==> src/hw/rtl/ats_pkg.sv <==
// ----------------------------------------------------------------------------
// ats_pkg
// Shared constants, codes and control types of the alias table sampler.
// ----------------------------------------------------------------------------
`default_nettype none

package ats_pkg;

    // Default values of the top level parameters.
    localparam int DEF_NUM_ROWS    = 16;
    localparam int DEF_NUM_COLUMNS = 64;
    localparam int DEF_WEIGHT_BITS = 16;

    // Fixed widths of the port fields.
    localparam int MODE_W     = 2;
    localparam int ROW_F_W    = 4;
    localparam int COL_F_W    = 6;
    localparam int WEIGHT_F_W = 16;
    localparam int FRAC_W     = 16;
    localparam int SAMPLE_W   = 6;
    localparam int NORM_OUT_W = 22;

    // Item modes.
    localparam logic [MODE_W-1:0] MODE_LOAD   = 2'd0;
    localparam logic [MODE_W-1:0] MODE_DRAW   = 2'd1;
    localparam logic [MODE_W-1:0] MODE_NORM   = 2'd2;
    localparam logic [MODE_W-1:0] MODE_UNUSED = 2'd3;

    // What an accepted item asks of the block.
    typedef enum logic [1:0] {
        KIND_NONE,
        KIND_DRAW,
        KIND_NORM,
        KIND_BUILD
    } t_kind;

    // Commands from the controller to the datapath.
    typedef struct packed {
        logic accept;
        logic clear_wr;
        logic cnt_rst;
        logic cnt_inc;
        logic sum_rd;
        logic scan_rd;
        logic norm_wr;
        logic pop;
        logic get_pair;
        logic get_sps;
        logic reduce;
        logic out_load;
    } t_cmd;

    // Status from the datapath to the controller.
    typedef struct packed {
        t_kind kind;
        logic  cnt_last_col;
        logic  cnt_last_all;
        logic  pairs_left;
        logic  out_free;
    } t_sts;

endpackage

`default_nettype wire

==> src/hw/rtl/ats_ctrl.sv <==
// ----------------------------------------------------------------------------
// ats_ctrl
// Sequencer of the alias table sampler: clearing, item decode, table build.
// ----------------------------------------------------------------------------
`default_nettype none

module ats_ctrl (
    input  wire logic          i_clk,
    input  wire logic          i_rst_n,
    input  wire logic          i_valid,
    output logic               o_ready,
    input  wire ats_pkg::t_sts i_sts,
    output ats_pkg::t_cmd      o_cmd
);

    typedef enum logic [3:0] {
        ST_CLEAR,
        ST_IDLE,
        ST_SUM,
        ST_SCAN,
        ST_SCAN_END,
        ST_PAIR_POP,
        ST_PAIR_GET,
        ST_PAIR_SPS,
        ST_PAIR_RED,
        ST_OUT
    } t_state;

    t_state        r_state;
    t_state        n_state;
    ats_pkg::t_cmd n_cmd;

    always_comb begin
        n_state = r_state;
        n_cmd   = '0;
        unique case (r_state)
            ST_CLEAR: begin
                n_cmd.clear_wr = 1'b1;
                n_cmd.cnt_inc  = 1'b1;
                if (i_sts.cnt_last_all) begin
                    n_state = ST_IDLE;
                end
            end
            ST_IDLE: begin
                if (i_valid) begin
                    n_cmd.accept  = 1'b1;
                    n_cmd.cnt_rst = 1'b1;
                    if (i_sts.kind == ats_pkg::KIND_BUILD) begin
                        n_state = ST_SUM;
                    end else begin
                        n_state = ST_OUT;
                    end
                end
            end
            ST_SUM: begin
                n_cmd.sum_rd = 1'b1;
                if (i_sts.cnt_last_col) begin
                    n_cmd.cnt_rst = 1'b1;
                    n_state       = ST_SCAN;
                end else begin
                    n_cmd.cnt_inc = 1'b1;
                end
            end
            ST_SCAN: begin
                n_cmd.scan_rd = 1'b1;
                n_cmd.norm_wr = 1'b1;
                if (i_sts.cnt_last_col) begin
                    n_cmd.cnt_rst = 1'b1;
                    n_state       = ST_SCAN_END;
                end else begin
                    n_cmd.cnt_inc = 1'b1;
                end
            end
            ST_SCAN_END: begin
                n_state = ST_PAIR_POP;
            end
            ST_PAIR_POP: begin
                if (i_sts.pairs_left) begin
                    n_cmd.pop = 1'b1;
                    n_state   = ST_PAIR_GET;
                end else begin
                    n_state = ST_OUT;
                end
            end
            ST_PAIR_GET: begin
                n_cmd.get_pair = 1'b1;
                n_state        = ST_PAIR_SPS;
            end
            ST_PAIR_SPS: begin
                n_cmd.get_sps = 1'b1;
                n_state       = ST_PAIR_RED;
            end
            ST_PAIR_RED: begin
                n_cmd.reduce = 1'b1;
                n_state      = ST_PAIR_POP;
            end
            ST_OUT: begin
                if (i_sts.out_free) begin
                    n_cmd.out_load = 1'b1;
                    n_state        = ST_IDLE;
                end
            end
            default: begin
                n_state = ST_CLEAR;
            end
        endcase
    end

    always_ff @(posedge i_clk) begin
        if (!i_rst_n) begin
            r_state <= ST_CLEAR;
        end else begin
            r_state <= n_state;
        end
    end

    assign o_cmd   = n_cmd;
    assign o_ready = (r_state == ST_IDLE);

endmodule

`default_nettype wire

==> config.mk <==
export PLATFORM = sky130hd
export DESIGN_NAME = ats_ctrl
export DESIGN_NICKNAME = d
export VERILOG_FILES = /design/src/hw/rtl/ats_pkg.sv /design/src/hw/rtl/ats_ctrl.sv
export SDC_FILE = /design/constraint.sdc
export NUM_CORES = 1
export LEC_CHECK = 0
export BUFFER_PORTS_ARGS = -buffer_cell sky130_fd_sc_hd__buf_2
export CORE_AREA = 4 4 41 43
export CTS_CLUSTER_SIZE = 8
export DETAILED_ROUTE_END_ITERATION = 12
export DIE_AREA = 0 0 45 47
export SKIP_CTS_REPAIR_TIMING = 1
export SLEW_MARGIN = 25
export SYNTH_ARGS = -nofsm -noshare
export SYNTH_HDL_FRONTEND = slang
export SYNTH_SLANG_ARGS = --single-unit
==> constraint.sdc <==
create_clock -name i_clk -period 3.4 [get_ports i_clk]
set_input_delay 0.17 -clock i_clk [delete_from_list [all_inputs] [get_ports i_clk]]
set_output_delay 0.17 -clock i_clk [all_outputs]
set_load 0.01 [all_outputs]
* Word level (Yosys, flattened, before mapping)
Index checks and enable logic that the tools add are counted.
Word-level totals: output and inout bits 13, input bits 9, flip-flop bits (word level) 4
Cells by class: reductions and logical operators 4, mux-type cells 24, equal/unequal tests 15
Operators with widths (count):
- 4-bit case mux with 9 select lines | 1
- 4-bit 2-to-1 mux | 7
- 4-bit by 3-bit == test with 1-bit output (second input constant) | 4
- 1-bit 2-to-1 mux | 13
- 2-bit != test (second input constant) | 5
- 4-bit by 2-bit == test with 1-bit output (second input constant) | 2
- 4-bit == test (second input constant) | 2
- 5-bit AND reduction | 1
- 4-bit by 1-bit == test with 1-bit output (second input constant) | 1
- 4-bit logical NOT | 1
- 1-bit case mux with 2 select lines | 2
- 2-bit OR reduction | 2
- 2-bit == test (second input constant) | 1
- 2-bit 2-to-1 mux | 1

* Logic depth before layout (Yosys ltp)
Gate-level depths: netlist of the first run.
depth after elaboration 4, depth in mapped cells 5, gate-level depth less buffers 4

* Least setup slack after synthesis of the first run
OpenSTA, ideal clock, no wires.
kind register -> output, start point register r_state[2], end point output o_cmd[11] (netlist bit), cell stages (with the launch flop) 5, arrival 1.049 ns, slack 2.181 ns, cell sequence dfxtp_1 -> or2_1 -> clkbuf_1 -> nor2_1 -> and2_1
RTL lines:
- start, declared | line ats_ctrl.sv:29 | t_state r_state;
- start signal, assigned | line ats_ctrl.sv:113 | r_state <= n_state;
- end, declared | line ats_ctrl.sv:13 | output ats_pkg::t_cmd o_cmd

==> results of run 1 <==
worst register-to-register path, stage by stage (launching register included):
cell,delay (ns)
dfxtp_1,0.64
or3b_1,0.43
and3_1,0.19
o21ai_2,0.07
o32ai_2,0.08
placed cells by master, fill, tap and decap left out, types with 2 or more instances in the layout:
cell type | netlist | layout
dfxtp_1 | 4 | 4
o21ai_0 | 5 | 5
clkbuf_4 | 0 | 3
nor3_1 | 3 | 3
nand2_1 | 7 | 7
mux2i_1 | 2 | 2
nand2b_1 | 5 | 5
inv_1 | 3 | 3
o22a_1 | 2 | 2
a21oi_1 | 2 | 2
mux2_2 | 2 | 2
nor2_1 | 10 | 10
buf_2 | 3 | 21
final cells by class:
| cell class | instances | area (sq um) | area share, % |
|---|---|---|---|
| clock buffers | 3 | 22.52 | 3.991 |
| multi-input cells | 53 | 326.6 | 57.87 |
| flip-flops and latches | 4 | 80.08 | 14.19 |
| inverters | 3 | 11.26 | 1.996 |
| well taps | 15 | 18.77 | 3.326 |
| repair buffers | 21 | 105.1 | 18.63 |
per-stage QoR:
step / hold WS [ns] / std cells / area, sq um / utilization (%)
2_1_floorplan: 0.2753 / 66 / 455.4 / -
3_3_place_gp: 0.3810 / 96 / 541.8 / 41.63
3_5_place_dp: 0.3880 / 96 / 541.8 / 41.63
4_1_cts: 0.1298 / 99 / 564.3 / 43.37
5_1_grt: 0.1357 / 99 / 564.3 / 43.37
6_report: 0.1430 / 99 / 564.3 / 43.37
cells by family after synthesis:
logic type / after synthesis
DFF: 4
AOI/OAI and AO/OA: 18
buffers and inverters: 9
muxes: 4
and+or+nand+nor: 31
power breakdown:
| group | leakage, uW | total, uW | internal, uW | switching [uW] |
|---|---|---|---|---|
| clock | 0.0000138 | 59.5 | 39.5 | 20.0 |
| sequential | 0.0000327 | 86.4 | 56.5 | 29.8 |
| combinational | 0.000219 | 160 | 75.5 | 84.4 |
layer usage:
layer / GRT usage [%] / routed length [um] / up-vias
li1: - / - / 272
met1: 17.19 / 571 / 219
met2: 16.38 / 534 / 16
met3: 3.448 / 87 / 3
met4: 4.094 / 7 / 0
met5: 0 / 0 / -
worst paths after layout:
check / from / endpoint / slack (ns) / cells after the start
min reg2reg: r_state[3] / r_state[1] / 0.69 / 1
min: i_sts[0] / r_state[3] / 0.14 / 2
max reg2reg: r_state[1] / r_state[0] / 1.86 / 4
max: r_state[1] / o_cmd[8] / 1.68 / 3
==> flow_summary.yaml, run 1 <==
outcome:
  outcome: "complete, no violations"
synthesis:
  syn-cell-area_sq_um: 455.4
  synth-seq-cells: 4
  yosys.area_share.xor_xnor_pct: 0
  synth_compound_area_share_pct: 29.40
  synthFlopType: "dfxtp_1"
  yosysUniqueCellTypes: 30
  synth_most_common_cell: "nor2_1"
  synth_fa_ha_area_share_pct: 0
  synthTopCellsByArea: "dfxtp_1 (18%), nor2_1 (8.2%), nand2b_1 (6.9%)"
  yosysWarnings: 0
  synth_area_per_cell_sq_um: 6.901
  synth_edf_count: 0
  syn-num-nets: 75
  seq_area_frac_synth_pct: 17.58
  syn_inst: 66
  async_flop_share_pct: 0
  synth_top_family_by_area: "simple AND/OR/NAND/NOR gates"
  synthMuxAreaShare_pct: 9.341
  yosysTopAreaCell: "dfxtp_1"
  yosys.area_share.simple_pct: 32.97
  ys_top_cells_by_count: "nor2_1 (10), nand2_1 (7), nand2b_1 (5), o21ai_0 (5), dfxtp_1 (4)"
  yosysTopAreaCellShare_pct: 17.58
pwr:
  vdd_ir_drop_max_v: 0.0003114
  power_uw: 305.8
  p_leak_uw: 0.0002660
  power_density_mw_per_mm2: 541.8
global_routing:
  grt_use_total_pct: 11.83
  grt_remaining_overflow: 0
  antenna_found_initial: 0
  grt_start_max_net_pins: 18
  grt_pass1_vias: 409
  grt_pass1_wl_mm: 1.835
clock_network:
  clock_sinks: 4
  clkTransAtPathRegs_ns: 0.04
  cts_tree: "built"
  cts_buffers: 3
  cts_max_level: 1
  cts_buffer_depth: 2
  insertion_delay_ns: 0.24
  root_buffer: "clkbuf_4"
die:
  start_util_pct: 35.00
  io_pins: 22
  die_area_sq_mm: 0.002115
  rows: 13
  coreArea_sq_mm: 0.001301
  dieHeight_um: 47
  die_w_um: 45
detailed_routing:
  drtPass1Iterations: 2
  ant_nets: 0
  postRouteWirelength_mm: 1.200
  route.detailed.drc: 0
  vias: 510
  viasPerCell: 5.152
  drtIter0Drc: 1
  wl_per_cell_um: 12.12
setup_path:
  path_buf_inv: 1
  crit_chain: "and2b_1, a211oi_1, buf_2"
  cpMaxStageDelayCell: "dfxtp_1"
  required_ns: 3.23
  critPathKind: "reg2out"
  slowest_delay_ns: 0.64
  crit_path_max_fanout: 17
  crit_family: "flip-flops"
  end_kind: "primary output"
  cp.arrival_ns: 1.55
  crit_path_start_kind: "register"
worst_hold_path:
  worstHoldPathType: "in2reg"
finish:
  top_register: "r_state"
  fillers: 146
  reg.largest.list: "r_state: 4 flops"
  drive_above_1_share_pct: 33.33
  antenna_cells: 0
  fin_nets: 95
  largest_reg_flops: 4
  area_growth_syn_to_layout_pct: 23.90
timing:
  tns_ns: 0
  fmax_mhz: 581.8
  worst_pin_slew_ns: 0.5179
  fin_crit_ns: 1.719
  relSlewSlack_pct: 65.43
  fin_crit_sh_pct: 50.55
  drv_slew: 0
  rsz0062_at_grt: "no"
  final_hold_viol_count: 0
  worst_clock_skew_ns: 0.004295
  setup_ws_ns: 1.681
  finalSetupViolCount: 0
place:
  place_hpwl_um: 945.7
  place_congestion: 0.8388
  numPortBuffers: 21
  place_ws_ns: 1.897
job:
  timing.max_cap.violations: 0
Note: power is estimated with default switching activity, not from simulation.
==> run 2: changes to the inputs <==
clock period = 1.5 ns   (was 3.4 ns; I/O delays follow)
==> flow_summary.yaml, run 2 (synthesis results as in run 1) <==
timing:
  relSlewSlack_pct: 76.25
  worst_pin_slew_ns: 0.3464
  finalSetupViolCount: 0
  fin_crit_sh_pct: 93.91
  rsz0062_at_grt: "no"
  final_hold_viol_count: 0
  fin_crit_ns: 1.409
  worst_clock_skew_ns: 0.01040
  drv_slew: 0
  holdWs_ns: 0.03483
  fmax_mhz: 709.9
setup_path:
  required_ns: 1.42
  r2r_slack_ns: 0.21
  regToRegStartpoint: "r_state[0]"
  critPathKind: "reg2out"
  rr_worst_depth: 4
  crit_path_start_kind: "register"
  end_kind: "primary output"
  cp.arrival_ns: 1.33
  regToRegEndpoint: "r_state[0]"
  crit_path_max_fanout: 10
clock_network:
  clock_sinks: 4
  cts_buffers: 3
  cts_buffer_depth: 2
  insertion_delay_ns: 0.25
  root_buffer: "clkbuf_4"
  clkTransAtPathRegs_ns: 0.04
  cts_tree: "built"
  cts_max_level: 1
finish:
  top_register: "r_state"
  largest_reg_flops: 4
  drive_above_1_share_pct: 40.23
  antenna_cells: 0
  reg.largest.list: "r_state: 4 flops"
  fin_nets: 98
  seqCellArea_sq_um: 82.58
  layout_commonest_cell: "buf_2"
  fillers: 157
  area_growth_syn_to_layout_pct: 31.59
  multi_input_area_sq_um: 336.6
  layout_common_cells: "buf_2 (21), nor2_1 (9), nand2_1 (7)"
detailed_routing:
  viasPerCell: 5.431
  route.detailed.drc: 0
  ant_nets: 0
  drtIter0Drc: 17
  postRouteWirelength_mm: 1.288
  vias: 554
  wl_per_cell_um: 12.63
  drtPass1Iterations: 4
global_routing:
  grt_remaining_overflow: 0
  grt_start_max_net_pins: 13
  grt_pass1_vias: 495
  grt_use_total_pct: 13.18
  antenna_found_initial: 0
  grt_pass1_wl_mm: 2.056
worst_hold_path:
  worstHoldPathType: "in2reg"
  whs_endpoint: "r_state[3]"
  min-delay-start: "i_sts[0]"
  holdPathStages: 2
die:
  die_w_um: 45
  io_pins: 22
  start_util_pct: 35.00
  rows: 13
  dieHeight_um: 47
  die_area_sq_mm: 0.002115
  coreArea_sq_mm: 0.001301
place:
  numPortBuffers: 21
  place_hpwl_mm: 1.014
  place_congestion: 0.8399
pwr:
  vdd_ir_drop_max_v: 0.0005697
  p_leak_uw: 0.0002842
  power_uw: 751.9
  power_density_mw_per_mm2: 1255
outcome:
  outcome: "complete, no violations"
job:
  timing.max_cap.violations: 0
## run 2: changes by cell type in the layout (fill, tap and decap cells not counted), sizes merged
| cell | before | now |
|---|---|---|
| buf | 21 | 24 |
## run 2: worst max path at each step
stage,to,depth (start not counted),slack [ns],startpoint
2_1_floorplan,r_state[0],4,0.30,r_state[3]
3_3_place_gp,r_state[3],5,0.20,r_state[1]
3_5_place_dp,r_state[0],4,0.16,r_state[2]
4_1_cts,o_cmd[11],5,-0.03,r_state[1]
5_1_grt,o_cmd[11],4,0.02,r_state[2]
6_report,o_cmd[8],4,0.09,r_state[0]
## run 2: per-stage QoR
| stage | TNS [ns] | cell area [sq um] | utilization [%] | std cells | setup slack, ns |
|---|---|---|---|---|---|
| final | 0 | 599.3 | 46.06 | 102 | 0.09130 |
| after global routing | 0 | 599.3 | 46.06 | 102 | 0.01833 |
| after detailed placement | 0 | 564.3 | 43.37 | 99 | 0.1601 |
| after global placement | 0 | 564.3 | 43.37 | 99 | 0.2041 |
| after floorplan | 0 | 455.4 | - | 66 | 0.2966 |
| after CTS | -0.02677 | 586.8 | 45.10 | 102 | -0.02677 |
## run 2: cell type report
cell class / instances / area share (%)
Sequential cell: 4 / 13.78
Tap cell: 15 / 3.132
Multi-Input combinational cell: 53 / 56.16
Inverter: 3 / 1.879
Clock buffer: 3 / 3.758
Timing Repair Buffer: 24 / 21.29
## run 2: routing by layer
| layer | routed length [um] | GRT usage (%) |
|---|---|---|
| met1 | 591 | 17.46 |
| met5 | 0 | 0 |
| met2 | 601 | 20.06 |
| met3 | 95 | 3.831 |
| met4 | 0 | 5.263 |
## run 2: power by group
group / leakage, uW / internal (uW) / switching (uW)
sequential: 0.0000336 / 130 / 27.4
combinational: 0.000237 / 205 / 249
clock: 0.0000138 / 89.9 / 51.0
total: 0.000284 / 425 / 327
## run 2: critical path: stages, from the launching register on
cell and delay [ns]:
dfxtp_1 0.31, buf_4 0.18, and2b_1 0.21, a211oi_1 0.22, buf_2 0.17
==> run 3: changes to the inputs <==
REMOVE_ABC_BUFFERS = 1   (was default)
==> flow_summary.yaml, run 3 (synthesis results as in run 1) <==
place:
  place_ws_ns: 0.1185
  dp.cells: 100
  numPortBuffers: 21
  place_congestion: 0.8429
  postPlaceCellArea_sq_um: 571.8
  place_hpwl_mm: 1.016
finish:
  layout_commonest_cell: "buf_2"
  drive_above_1_share_pct: 42.05
  final_cells: 103
  largest_reg_flops: 4
  fin_area_sq_um: 604.3
  area_growth_syn_to_layout_pct: 32.69
  utilization_pct: 46.44
  fin_nets: 99
  reg.largest.list: "r_state: 4 flops"
  layout_common_cells: "buf_2 (21), nor2_1 (10), nand2_1 (7)"
  top_register: "r_state"
  antenna_cells: 0
timing:
  final_hold_viol_count: 0
  fin_crit_ns: 1.391
  fmax_mhz: 718.7
  rsz0062_at_grt: "no"
  worst_clock_skew_ns: 0.005483
  holdWs_ns: 0.05055
  worst_pin_slew_ns: 0.2800
  fin_crit_sh_pct: 92.77
  setup_ws_ns: 0.1085
  drv_slew: 0
  relSlewSlack_pct: 81.31
  finalSetupViolCount: 0
clock_network:
  cts_max_level: 1
  cts_tree: "built"
  cts_buffer_depth: 2
  clock_sinks: 4
  root_buffer: "clkbuf_4"
  cts_buffers: 3
  clkTransAtPathRegs_ns: 0.04
  insertion_delay_ns: 0.24
die:
  rows: 13
  coreArea_sq_mm: 0.001301
  io_pins: 22
  start_util_pct: 35.00
  dieHeight_um: 47
  die_w_um: 45
  die_area_sq_mm: 0.002115
detailed_routing:
  drtIter0Drc: 9
  vias: 532
  wl_per_cell_um: 12.56
  viasPerCell: 5.165
  route.detailed.drc: 0
  ant_nets: 0
  postRouteWirelength_mm: 1.294
  drtPass1Iterations: 4
global_routing:
  grt_pass1_wl_mm: 2.076
  grt_start_max_net_pins: 13
  grt_pass1_vias: 478
  grt_use_total_pct: 13.43
  grt_remaining_overflow: 0
  antenna_found_initial: 0
pwr:
  p_leak_uw: 0.0002895
  power_density_mw_per_mm2: 1226
  vdd_ir_drop_max_v: 0.0006221
setup_path:
  r2r_slack_ns: 0.24
  crit_chain: "buf_4, nand2b_1, nor2_1, and2_1, buf_2"
  cp.arrival_ns: 1.32
  required_ns: 1.42
  end_kind: "primary output"
  crit_path_start_kind: "register"
  critPathKind: "reg2out"
  crit_path_max_fanout: 9
  slowest_delay_ns: 0.40
  cpMaxStageDelayCell: "dfxtp_2"
outcome:
  outcome: "complete, no violations"
job:
  timing.max_cap.violations: 0
worst_hold_path:
  worstHoldPathType: "in2reg"
==> run 3: cell type report <==
cell class,instances,area [sq um]
clock buffer,3,22.52
fill,145,696.9
inverter,3,11.26
multi-input combinational,53,332.8
sequential,4,83.83
tap,15,18.77
timing repair buffer,25,135.1
==> run 3: report_power, final <==
part / internal, uW / switching [uW] / total (uW)
registers: 132 / 45.1 / 177
logic: 209 / 224 / 432
clock network: 89.3 / 41.7 / 131
==> run 3: critical path: cells and delay by family (launching register included) <==
kind	cells	cell delay [ns]
flops	1	0.40
simple gates	3	0.36
buf+inv	2	0.32
==> run 3: path summary, 6_finish.rpt <==
| kind | start | to | cells after the start |
|---|---|---|---|
| max | r_state[1] | o_cmd[11] | 5 |
| min | i_sts[0] | r_state[3] | 2 |
| max reg2reg | r_state[3] | r_state[2] | 5 |
| min reg2reg | r_state[2] | r_state[0] | 1 |
==> run 3: routing by layer <==
layer	part of all wire (%)	global-route usage [%]	vias up
met1	46	17.73	240
met4	0	0	0
li1	-	-	276
met5	0	0	-
met2	46	20.90	16
met3	7.3	6.897	0
==> run 3: through the flow <==
| step | setup TNS, ns | total power [uW] |
|---|---|---|
| after floorplan | 0 | 429.6 |
| after global placement | 0 | 597.6 |
| after detailed placement | 0 | 596.0 |
| after CTS | -0.002066 | 732.9 |
| after global routing | 0 | 808.1 |
| final | 0 | 740.8 |
